**config.mk**
```make
export PLATFORM = sky130hd
export DESIGN_NAME = button_mode_light_controller_top
export DESIGN_NICKNAME = d
export VERILOG_FILES = /design/src/rtl/core/bmlc_pkg.sv /design/src/rtl/core/bmlc_cfg.sv /design/src/rtl/core/bmlc_step.sv /design/src/rtl/core/button_mode_light_controller_top.sv
export SDC_FILE = /design/constraint.sdc
export NUM_CORES = 1
export LEC_CHECK = 0
export ABC_AREA = 0
export BUFFER_PORTS_ARGS = -buffer_cell sky130_fd_sc_hd__buf_4
export CAP_MARGIN = 5
export CORE_ASPECT_RATIO = 0.8
export CORE_UTILIZATION = 55
export CTS_CLUSTER_DIAMETER = 30
export DETAILED_ROUTE_END_ITERATION = 10
export PLACE_DENSITY = 0.79
export SETUP_SLACK_MARGIN = 0.5
export SLEW_MARGIN = 20
export SYNTH_ARGS = -nofsm -noshare
export SYNTH_HDL_FRONTEND = slang
export SYNTH_HIERARCHICAL = 1
export SYNTH_SLANG_ARGS = --single-unit
```
**constraint.sdc**
```tcl
create_clock -name clk -period 4.8 [get_ports clk]
set_input_delay 0.24 -clock clk [delete_from_list [all_inputs] [get_ports clk]]
set_output_delay 0.24 -clock clk [all_outputs]
set_load 0.005 [all_outputs]
```
**src/rtl/core/bmlc_pkg.sv**
```systemverilog
// shared types, constants and helpers for the button mode light controller
package bmlc_pkg;

  // light mode codes
  localparam logic [1:0] MODE_STROBE  = 2'd0;
  localparam logic [1:0] MODE_FULL    = 2'd1;
  localparam logic [1:0] MODE_REDUCED = 2'd2;

  // configuration register indexes
  localparam int unsigned CFG_IDX_W = 3;
  localparam logic [CFG_IDX_W-1:0] CFG_SHORT_PRESS = 3'd0;
  localparam logic [CFG_IDX_W-1:0] CFG_LONG_PRESS  = 3'd1;
  localparam logic [CFG_IDX_W-1:0] CFG_FULL_CMP    = 3'd2;
  localparam logic [CFG_IDX_W-1:0] CFG_REDUCED_CMP = 3'd3;
  localparam logic [CFG_IDX_W-1:0] CFG_WAKE_MODE   = 3'd4;

  // reset values of the configuration registers
  localparam logic [7:0] SHORT_PRESS_RST = 8'd10;
  localparam logic [7:0] LONG_PRESS_RST  = 8'd90;
  localparam logic [7:0] FULL_CMP_RST    = 8'd50;
  localparam logic [7:0] REDUCED_CMP_RST = 8'd190;
  localparam logic [1:0] WAKE_MODE_RST   = MODE_REDUCED;

  // pwm settings
  localparam logic [10:0] STROBE_TOP    = 11'd1302;
  localparam logic [10:0] DIM_TOP       = 11'd255;
  localparam logic [8:0]  STROBE_DRIVE  = 9'd456;
  localparam logic [8:0]  STROBE_SWITCH = 9'd490;
  localparam logic [7:0]  COUNT_MAX     = 8'd255;

  typedef struct packed {
    logic [7:0] short_press_ticks;
    logic [7:0] long_press_ticks;
    logic [7:0] full_compare;
    logic [7:0] reduced_compare;
    logic [1:0] wake_mode_before;
  } cfg_t;

  typedef struct packed {
    logic        lamp_on;
    logic [1:0]  beam_mode;
    logic [10:0] pwm_top;
    logic [8:0]  drive_compare;
    logic [8:0]  switch_compare;
    logic        kick_watchdog;
  } result_t;

  // mode cycle: reduced -> strobe -> full -> reduced, unused code goes to reduced
  function automatic logic [1:0] next_mode(input logic [1:0] m);
    logic [1:0] n;
    case (m)
      MODE_REDUCED: n = MODE_STROBE;
      MODE_STROBE:  n = MODE_FULL;
      default:      n = MODE_REDUCED;
    endcase
    return n;
  endfunction

endpackage

```
**src/rtl/core/bmlc_cfg.sv**
```systemverilog
// configuration register file
module bmlc_cfg (
  input  logic                           clk,
  input  logic                           rst_n,
  input  logic                           cfg_valid,
  output logic                           cfg_ready,
  input  logic [bmlc_pkg::CFG_IDX_W-1:0] cfg_index,
  input  logic [7:0]                     cfg_data,
  output bmlc_pkg::cfg_t                 cfg
);

  bmlc_pkg::cfg_t cfg_r;

  assign cfg_ready = 1'b1;
  assign cfg     = cfg_r;

  // register writes, unknown indexes are dropped
  always_ff @(posedge clk) begin
    if (!rst_n) begin
      cfg_r.short_press_ticks <= bmlc_pkg::SHORT_PRESS_RST;
      cfg_r.long_press_ticks  <= bmlc_pkg::LONG_PRESS_RST;
      cfg_r.full_compare      <= bmlc_pkg::FULL_CMP_RST;
      cfg_r.reduced_compare   <= bmlc_pkg::REDUCED_CMP_RST;
      cfg_r.wake_mode_before  <= bmlc_pkg::WAKE_MODE_RST;
    end else if (cfg_valid) begin
      case (cfg_index)
        bmlc_pkg::CFG_SHORT_PRESS: cfg_r.short_press_ticks <= cfg_data;
        bmlc_pkg::CFG_LONG_PRESS:  cfg_r.long_press_ticks  <= cfg_data;
        bmlc_pkg::CFG_FULL_CMP:    cfg_r.full_compare      <= cfg_data;
        bmlc_pkg::CFG_REDUCED_CMP: cfg_r.reduced_compare   <= cfg_data;
        bmlc_pkg::CFG_WAKE_MODE:   cfg_r.wake_mode_before  <= cfg_data[1:0];
        default: ;
      endcase
    end
  end

endmodule

```
**src/rtl/core/bmlc_step.sv**
```systemverilog
// lamp state registers and per-tick update logic
module bmlc_step (
  input  logic              clk,
  input  logic              rst_n,
  input  logic              fire,
  input  logic              button_pressed,
  input  logic              enable_pin,
  input  bmlc_pkg::cfg_t    cfg,
  output bmlc_pkg::result_t res
);

  logic       lamp_r, lamp_nxt;
  logic [1:0] mode_r, mode_nxt;
  logic [7:0] ticks_r, ticks_nxt;
  logic       await_r, await_nxt;
  logic [7:0] ticks_inc;

  // press counter with saturation
  assign ticks_inc = (ticks_r < bmlc_pkg::COUNT_MAX) ? ticks_r + 8'd1 : ticks_r;

  // next state from button and thresholds
  always_comb begin
    lamp_nxt  = lamp_r;
    mode_nxt  = mode_r;
    ticks_nxt = ticks_r;
    await_nxt = await_r;
    if (await_r) begin
      if (!button_pressed) begin
        await_nxt = 1'b0;
        ticks_nxt = 8'd0;
      end
    end else if (button_pressed) begin
      ticks_nxt = ticks_inc;
      if (ticks_inc > cfg.long_press_ticks) begin
        if (lamp_r) begin
          lamp_nxt = 1'b0;
        end else begin
          lamp_nxt = 1'b1;
          mode_nxt = bmlc_pkg::next_mode(cfg.wake_mode_before);
        end
        await_nxt = 1'b1;
        ticks_nxt = 8'd0;
      end
    end else begin
      if (ticks_r > cfg.short_press_ticks && lamp_r) begin
        mode_nxt = bmlc_pkg::next_mode(mode_r);
      end
      ticks_nxt = 8'd0;
    end
  end

  // pwm settings from the updated state
  always_comb begin
    res.lamp_on        = lamp_nxt;
    res.beam_mode      = mode_nxt;
    res.pwm_top        = 11'd0;
    res.drive_compare  = 9'd0;
    res.switch_compare = 9'd0;
    res.kick_watchdog  = button_pressed | enable_pin | ~lamp_nxt;
    if (lamp_nxt) begin
      case (mode_nxt)
        bmlc_pkg::MODE_STROBE: begin
          res.pwm_top        = bmlc_pkg::STROBE_TOP;
          res.drive_compare  = bmlc_pkg::STROBE_DRIVE;
          res.switch_compare = bmlc_pkg::STROBE_SWITCH;
        end
        bmlc_pkg::MODE_FULL: begin
          res.pwm_top       = bmlc_pkg::DIM_TOP;
          res.drive_compare = {1'b0, cfg.full_compare};
        end
        default: begin
          res.pwm_top       = bmlc_pkg::DIM_TOP;
          res.drive_compare = {1'b0, cfg.reduced_compare};
        end
      endcase
    end
  end

  // state registers advance once per processed tick
  always_ff @(posedge clk) begin
    if (!rst_n) begin
      lamp_r  <= 1'b0;
      mode_r  <= bmlc_pkg::MODE_REDUCED;
      ticks_r <= 8'd0;
      await_r <= 1'b0;
    end else if (fire) begin
      lamp_r  <= lamp_nxt;
      mode_r  <= mode_nxt;
      ticks_r <= ticks_nxt;
      await_r <= await_nxt;
    end
  end

endmodule

```
**src/rtl/core/button_mode_light_controller_top.sv**
```systemverilog
// button mode light controller: input register, tick update, result register
//
// Usage: one input transfer per 10 ms tick carries the button level and the
// enable pin level. Each tick yields exactly one result transfer with the lamp
// flag, the kept light mode, the PWM period and compare values and the
// watchdog kick for that tick, in input order.
// Configuration: cfg_index selects short press, long press, full compare,
// reduced compare or wake mode (0..4); other indexes are ignored. cfg_ready is
// always high; write only while no tick is in flight.
// Flow: an accepted tick is captured in the input register; when it moves on,
// it is updated against the lamp state and its result is captured in the
// result register together with the new lamp state.
// Throughput: one tick per cycle while out_ready is high; the state update is a
// single short step between the input and result registers.
// Stall: when out_ready is low the result holds, the input register keeps
// its tick, and in_ready drops only once both stages are full.
// Reset: synchronous, clears both stages, lamp off, mode reduced, counter and
// release flag cleared, configuration back to its defaults.
module button_mode_light_controller_top (
  input  logic                           clk,
  input  logic                           rst_n,
  input  logic                           in_valid,
  output logic                           in_ready,
  input  logic                           in_button_pressed,
  input  logic                           in_enable_pin,
  output logic                           out_valid,
  input  logic                           out_ready,
  output logic                           out_lamp_on,
  output logic [1:0]                     out_beam_mode,
  output logic [10:0]                    out_pwm_top,
  output logic [8:0]                     out_drive_compare,
  output logic [8:0]                     out_switch_compare,
  output logic                           out_kick_watchdog,
  input  logic                           cfg_valid,
  output logic                           cfg_ready,
  input  logic [bmlc_pkg::CFG_IDX_W-1:0] cfg_index,
  input  logic [7:0]                     cfg_data
);

  bmlc_pkg::cfg_t    cfg;
  bmlc_pkg::result_t res;
  bmlc_pkg::result_t res_r;

  logic in_valid_r;
  logic btn_r;
  logic ena_r;
  logic out_valid_r;
  logic advance;
  logic fire;

  // pipeline control
  assign advance  = ~out_valid_r | out_ready;
  assign fire     = in_valid_r & advance;
  assign in_ready = ~in_valid_r | advance;

  bmlc_cfg u_cfg (
    .clk       (clk),
    .rst_n     (rst_n),
    .cfg_valid (cfg_valid),
    .cfg_ready (cfg_ready),
    .cfg_index (cfg_index),
    .cfg_data  (cfg_data),
    .cfg       (cfg)
  );

  // input register
  always_ff @(posedge clk) begin
    if (!rst_n) begin
      in_valid_r <= 1'b0;
    end else if (in_ready) begin
      in_valid_r <= in_valid;
    end
  end

  always_ff @(posedge clk) begin
    if (in_ready && in_valid) begin
      btn_r <= in_button_pressed;
      ena_r <= in_enable_pin;
    end
  end

  bmlc_step u_step (
    .clk            (clk),
    .rst_n          (rst_n),
    .fire           (fire),
    .button_pressed (btn_r),
    .enable_pin     (ena_r),
    .cfg            (cfg),
    .res            (res)
  );

  // result register
  always_ff @(posedge clk) begin
    if (!rst_n) begin
      out_valid_r <= 1'b0;
    end else if (advance) begin
      out_valid_r <= in_valid_r;
    end
  end

  always_ff @(posedge clk) begin
    if (fire) begin
      res_r <= res;
    end
  end

  assign out_valid          = out_valid_r;
  assign out_lamp_on        = res_r.lamp_on;
  assign out_beam_mode      = res_r.beam_mode;
  assign out_pwm_top        = res_r.pwm_top;
  assign out_drive_compare  = res_r.drive_compare;
  assign out_switch_compare = res_r.switch_compare;
  assign out_kick_watchdog  = res_r.kick_watchdog;

endmodule

```
* After elaboration in Yosys (flattened, before gate mapping) *
Index checks and enable logic that the tools add are counted.

word-level totals
  register bits = 83
  output and inout port bits = 36
  logic and storage cells = 73

cells by class
  $add $sub $neg = 1
  $lt $le $gt $ge = 3
  eq/ne operators = 8
  multiplexer cells = 22
  bitwise logic cells = 8
  reduce and logical (&&, ||, !) cells = 12

operators with widths
  kind                                                              number
  8-bit 2-to-1 mux                                                  5
  20-bit case mux with 2 select lines                               1
  8-bit greater-than comparator                                     2
  2-bit AND reduction                                               6
  2-bit 2-to-1 mux                                                  5
  9-bit 2-to-1 mux                                                  1
  8-bit by 1-bit adder with 8-bit output (second input constant)    1
  8-bit less-than comparator (second input constant)                1
  1-bit 2-to-1 mux                                                  8
  2-bit case mux with 2 select lines                                2
  3-bit by 2-bit == test with 1-bit output (second input constant)  2
  2-bit logical NOT                                                 3
  2-bit == test (second input constant)                             2
  1-bit OR                                                          4
  3-bit by 1-bit == test with 1-bit output (second input constant)  1
  3-bit == test (second input constant)                             1
  3-bit logical NOT                                                 1
  1-bit inverter                                                    3
  2-bit by 1-bit == test with 1-bit output (second input constant)  1
  1-bit logical AND                                                 2
  2-bit inequality test (second input constant)                     1
  1-bit bitwise AND                                                 1

* Depth between registers and ports, before layout *
  depth in word-level cells = 8
  gate-level depth with buffers = 16

* Hierarchy *
The synthesis kept the hierarchy.

modules (own cells, without submodules)
  module                            times used  cells an instance  area each (µm²)  sequential area each (µm²)
  bmlc_step                         1           208                1615.3           240.2
  bmlc_cfg                          1           133                1380.1           680.7
  button_mode_light_controller_top  1           44                 1154.9           1091.0

* Least setup slack after synthesis *
No wires, ideal clock.

  kind = register -> register
  start = reg u_step.ticks_r[0]
  end = reg res_r, in the netlist out_drive_compare[8] (data pin)
  arrival = 3549 ps
  required time = 4672 ps
  path slack = 1123 ps
  stages on the path, launching flop included = 16
  buffers on the path = 1
  clock period less this slack = 3677 ps
  cells stage by stage = dfxtp_1 -> ha_1 -> and3_1 -> and3_1 -> nand3_1 -> mux2_2 -> ha_1 -> nor2b_4 -> o211ai_2 -> a21oi_4 -> o211ai_4 -> o311a_4 -> nor2_4 -> inv_4 -> nor3_2 -> buf_4

RTL lines
  what                    RTL line                                 source
  start, declared         bmlc_step.sv:14                          logic [7:0] ticks_r, ticks_nxt;
  start signal, assigned  bmlc_step.sv:89                          ticks_r <= ticks_nxt;
  end signal, assigned    button_mode_light_controller_top.sv:103  res_r <= res;
  end, declared           button_mode_light_controller_top.sv:42   bmlc_pkg::result_t res_r;

==> impl_metrics.yaml <==
status:
  status: "finished, final reports clean"
floorplanning:
  core_mm2: 0.007094
  ios: 54
  die_height_um: 79.70
  dieArea_mm2: 0.007899
  die_w_um: 99.12
  rows: 27
  initial_utilization: 0.5850
power:
  p_leak_nw: 1.861
  p_clk_frac: 0.338
  seqPwrFrac: 0.574
  p_per_area_mw_per_mm2: 286.1
  p_sw_mw: 0.3396
  power_frac_comb: 0.087
  power_mw: 1.334
  switching_share: 0.2545
  internal_power_mw: 0.9948
  vdd_drop_max_uv: 190.8
detailed_routing:
  antenna_left: 0
  first_pass_iters: 4
  drc: 0
  totalWireLength_mm: 8.174
  vias: 2889
  drtIter0Drc: 173
  routedWlPerCell_um: 15.93
  avgViaCountPerCell: 5.632
place:
  hpwl_mm: 5.892
  place_congestion: 0.8323
  place_ws_ns: 0.7437
  portBuffers: 52
grt:
  gr-total-overflow: 0
  grt_pass1_vias: 2629
  grt_pass1_wl_mm: 13.19
  grtUsageTotal: 0.2212
  grt_max_degree: 55
  antenna_found_initial: 0
synthesis:
  syn_area_mm2: 0.004150
  synth-main-ff-cell: "dfxtp_1"
  synthCells: 385
  ys_seq_elements: 83
  syn_avg_cell_area_um2: 10.78
  synthArstFlopShare: 0
  synth_edf_count: 35
  seq_area_frac_synth: 0.4848
  yosysUniqueCellTypes: 60
  ys_warn_count: 6
timing:
  grt_setup_unrepaired: "false"
  min_period_over_period: 0.8336
  max_freq_mhz: 249.9
  hold_viol: 0
  tightest_slew_ns: 1.071
  setup_violations: 0
  fin_skew_ns: 0.009581
  slew-limit-headroom: 0.2845
  worst_slack_ns: 0.7989
  tns_ns: 0
  slew_violations: 0
  min_period_ns: 4.001
cts:
  clk_pin_slew_worst_paths_ns: 0.09
  cts_setup_buffers: 0
  cts_made_buffers: 9
  cts_buffer_depth: 2
  insertion_delay_ns: 0.36
  cts_tree: "built"
  cts-root-buf: "clkbuf_8"
  cts_max_level: 3
  cts_sinks: 83
final_layout:
  seq_area_mm2: 0.002012
  final_common_cell: "buf_4"
  fillers: 549
  drive_gt1_frac: 0.2300
  multi_input_area_mm2: 0.001878
  mostFrequentLayoutCells: "54 x buf_4, 48 x dfxtp_1, 42 x nand2_1, 36 x mux2i_1, 35 x edfxtp_1"
  nets: 456
  n_antenna_cell: 0
  area.growth.synth_to_final_pct: 12.39
worst_setup_path:
  critical_path_arrival_ns: 4.15
  critPathCaptureType: "flip-flop"
  crit_fanout: 9
  startpoint_type: "flip-flop"
  cp.required_ns: 4.95
  r2r_slack_ns: 0.80
  critPathKind: "reg -> reg"
min_path:
  min_path_type: "in -> reg"
run:
  cap_violations: 0
[power by group through the flow]
| stage | Sequential (mW) | Clock, mW | Combinational, mW |
|---|---|---|---|
| after global placement | 0.782 | 0 | 0.112 |
| final | 0.767 | 0.452 | 0.116 |
| after global routing | 0.769 | 0.493 | 0.126 |
| after floorplan | 0.782 | 0 | 0.0693 |
| after detailed placement | 0.783 | 0 | 0.115 |
| after CTS | 0.767 | 0.464 | 0.115 |
[routing by layer]
layer,vias up,wire length [um],track usage,part of all wire
li1,1424,-,-,-
met1,1364,4038,0.3092,0.49
met2,95,3534,0.3315,0.43
met3,6,535,0.06217,0.065
met4,0,65,0.07206,0.0080
met5,-,0,0,0
[stage by stage]
| step | hold slack [ns] | instances | util | area, um^2 |
|---|---|---|---|---|
| final | 0.05117 | 513 | 0.6575 | 4664 |
| after global routing | 0.02848 | 513 | 0.6575 | 4664 |
| after CTS | 0.03659 | 513 | 0.6566 | 4658 |
| after detailed placement | 0.4197 | 497 | 0.6319 | 4483 |
| after global placement | 0.4219 | 497 | 0.6319 | 4483 |
| after floorplan | 0.3162 | 388 | - | 4161 |
[repair_timing]
action | in CTS | in global routing
hold buffers | 0 | 0
endpoints found under the setup margin | 0 | 9
resized for setup | 0 | 1
[state kept, by name, summed over array words and instances (netlist names), 2 cells and up]
name / flops
u_step/ticks_r: 8
out_pwm_top: 11
u_cfg/cfg: 34
out_switch_compare: 9
u_step/mode_r: 2
out_beam_mode: 2
out_drive_compare: 9
[Yosys cell counts (all sizes together), types with 3 or more instances]
cell type,count,area share
a211oi,4,0.011
a21oi,15,0.021
a22oi,8,0.014
and3,3,0.0045
buf,27,0.047
clkbuf,5,0.0045
dfxtp,48,0.23
edfxtp,35,0.25
ha,17,0.051
inv,21,0.020
mux2i,36,0.087
nand2,42,0.038
nand3,6,0.0072
nand4,5,0.0090
nor2,22,0.022
nor2b,28,0.046
nor3,5,0.0072
o211ai,11,0.026
o21a,4,0.0072
o21ai,9,0.014
o31ai,5,0.0090
xnor2,3,0.0063
[logic make-up (layout without fill, tap and decap cells)]
logic type | after synthesis | in the layout | synth area share
buffers and inverters | 54 | 92 | 0.07175
adders and majority gates | 17 | 17 | 0.05125
DFF | 83 | 83 | 0.4848
AOI/OAI and AO/OA | 64 | 64 | 0.1236
xor gates and xnor gates | 4 | 4 | 0.01025
and+or+nand+nor | 123 | 123 | 0.1643
muxes | 38 | 38 | 0.09225
other | 2 | 5 | 0.001810
[area by class of cell]
type / count / area share
Clock inverter: 7 / 0.01100
Multi-Input combinational cell: 251 / 0.4026
Clock buffer: 9 / 0.02656
Sequential cell: 83 / 0.4313
Timing Repair Buffer: 54 / 0.08691
Inverter: 22 / 0.01824
Tap cell: 87 / 0.02334
[critical path, stage by stage, from the launching register on]
cell and delay, ns:
dfxtp_1 0.45, ha_1 0.23, and3_1 0.22, and3_1 0.25
nand3_1 0.26, mux2_2 0.37, ha_1 0.30, nor2b_4 0.14
o211ai_2 0.11, a2111oi_0 0.47, a211o_1 0.19, a32oi_2 0.12
nor2_4 0.25, inv_4 0.09, nor3_4 0.33
[final timing paths]
path / startpoint / to / depth (start not counted)
min: in_button_pressed / btn_r / 1
max reg2reg: u_step/ticks_r[1] / out_drive_compare[8] / 14
max: u_step/ticks_r[1] / out_drive_compare[8] / 14
min reg2reg: u_cfg/cfg[25] / u_cfg/cfg[25] / 2
Power figures use the tool's default switching activity.
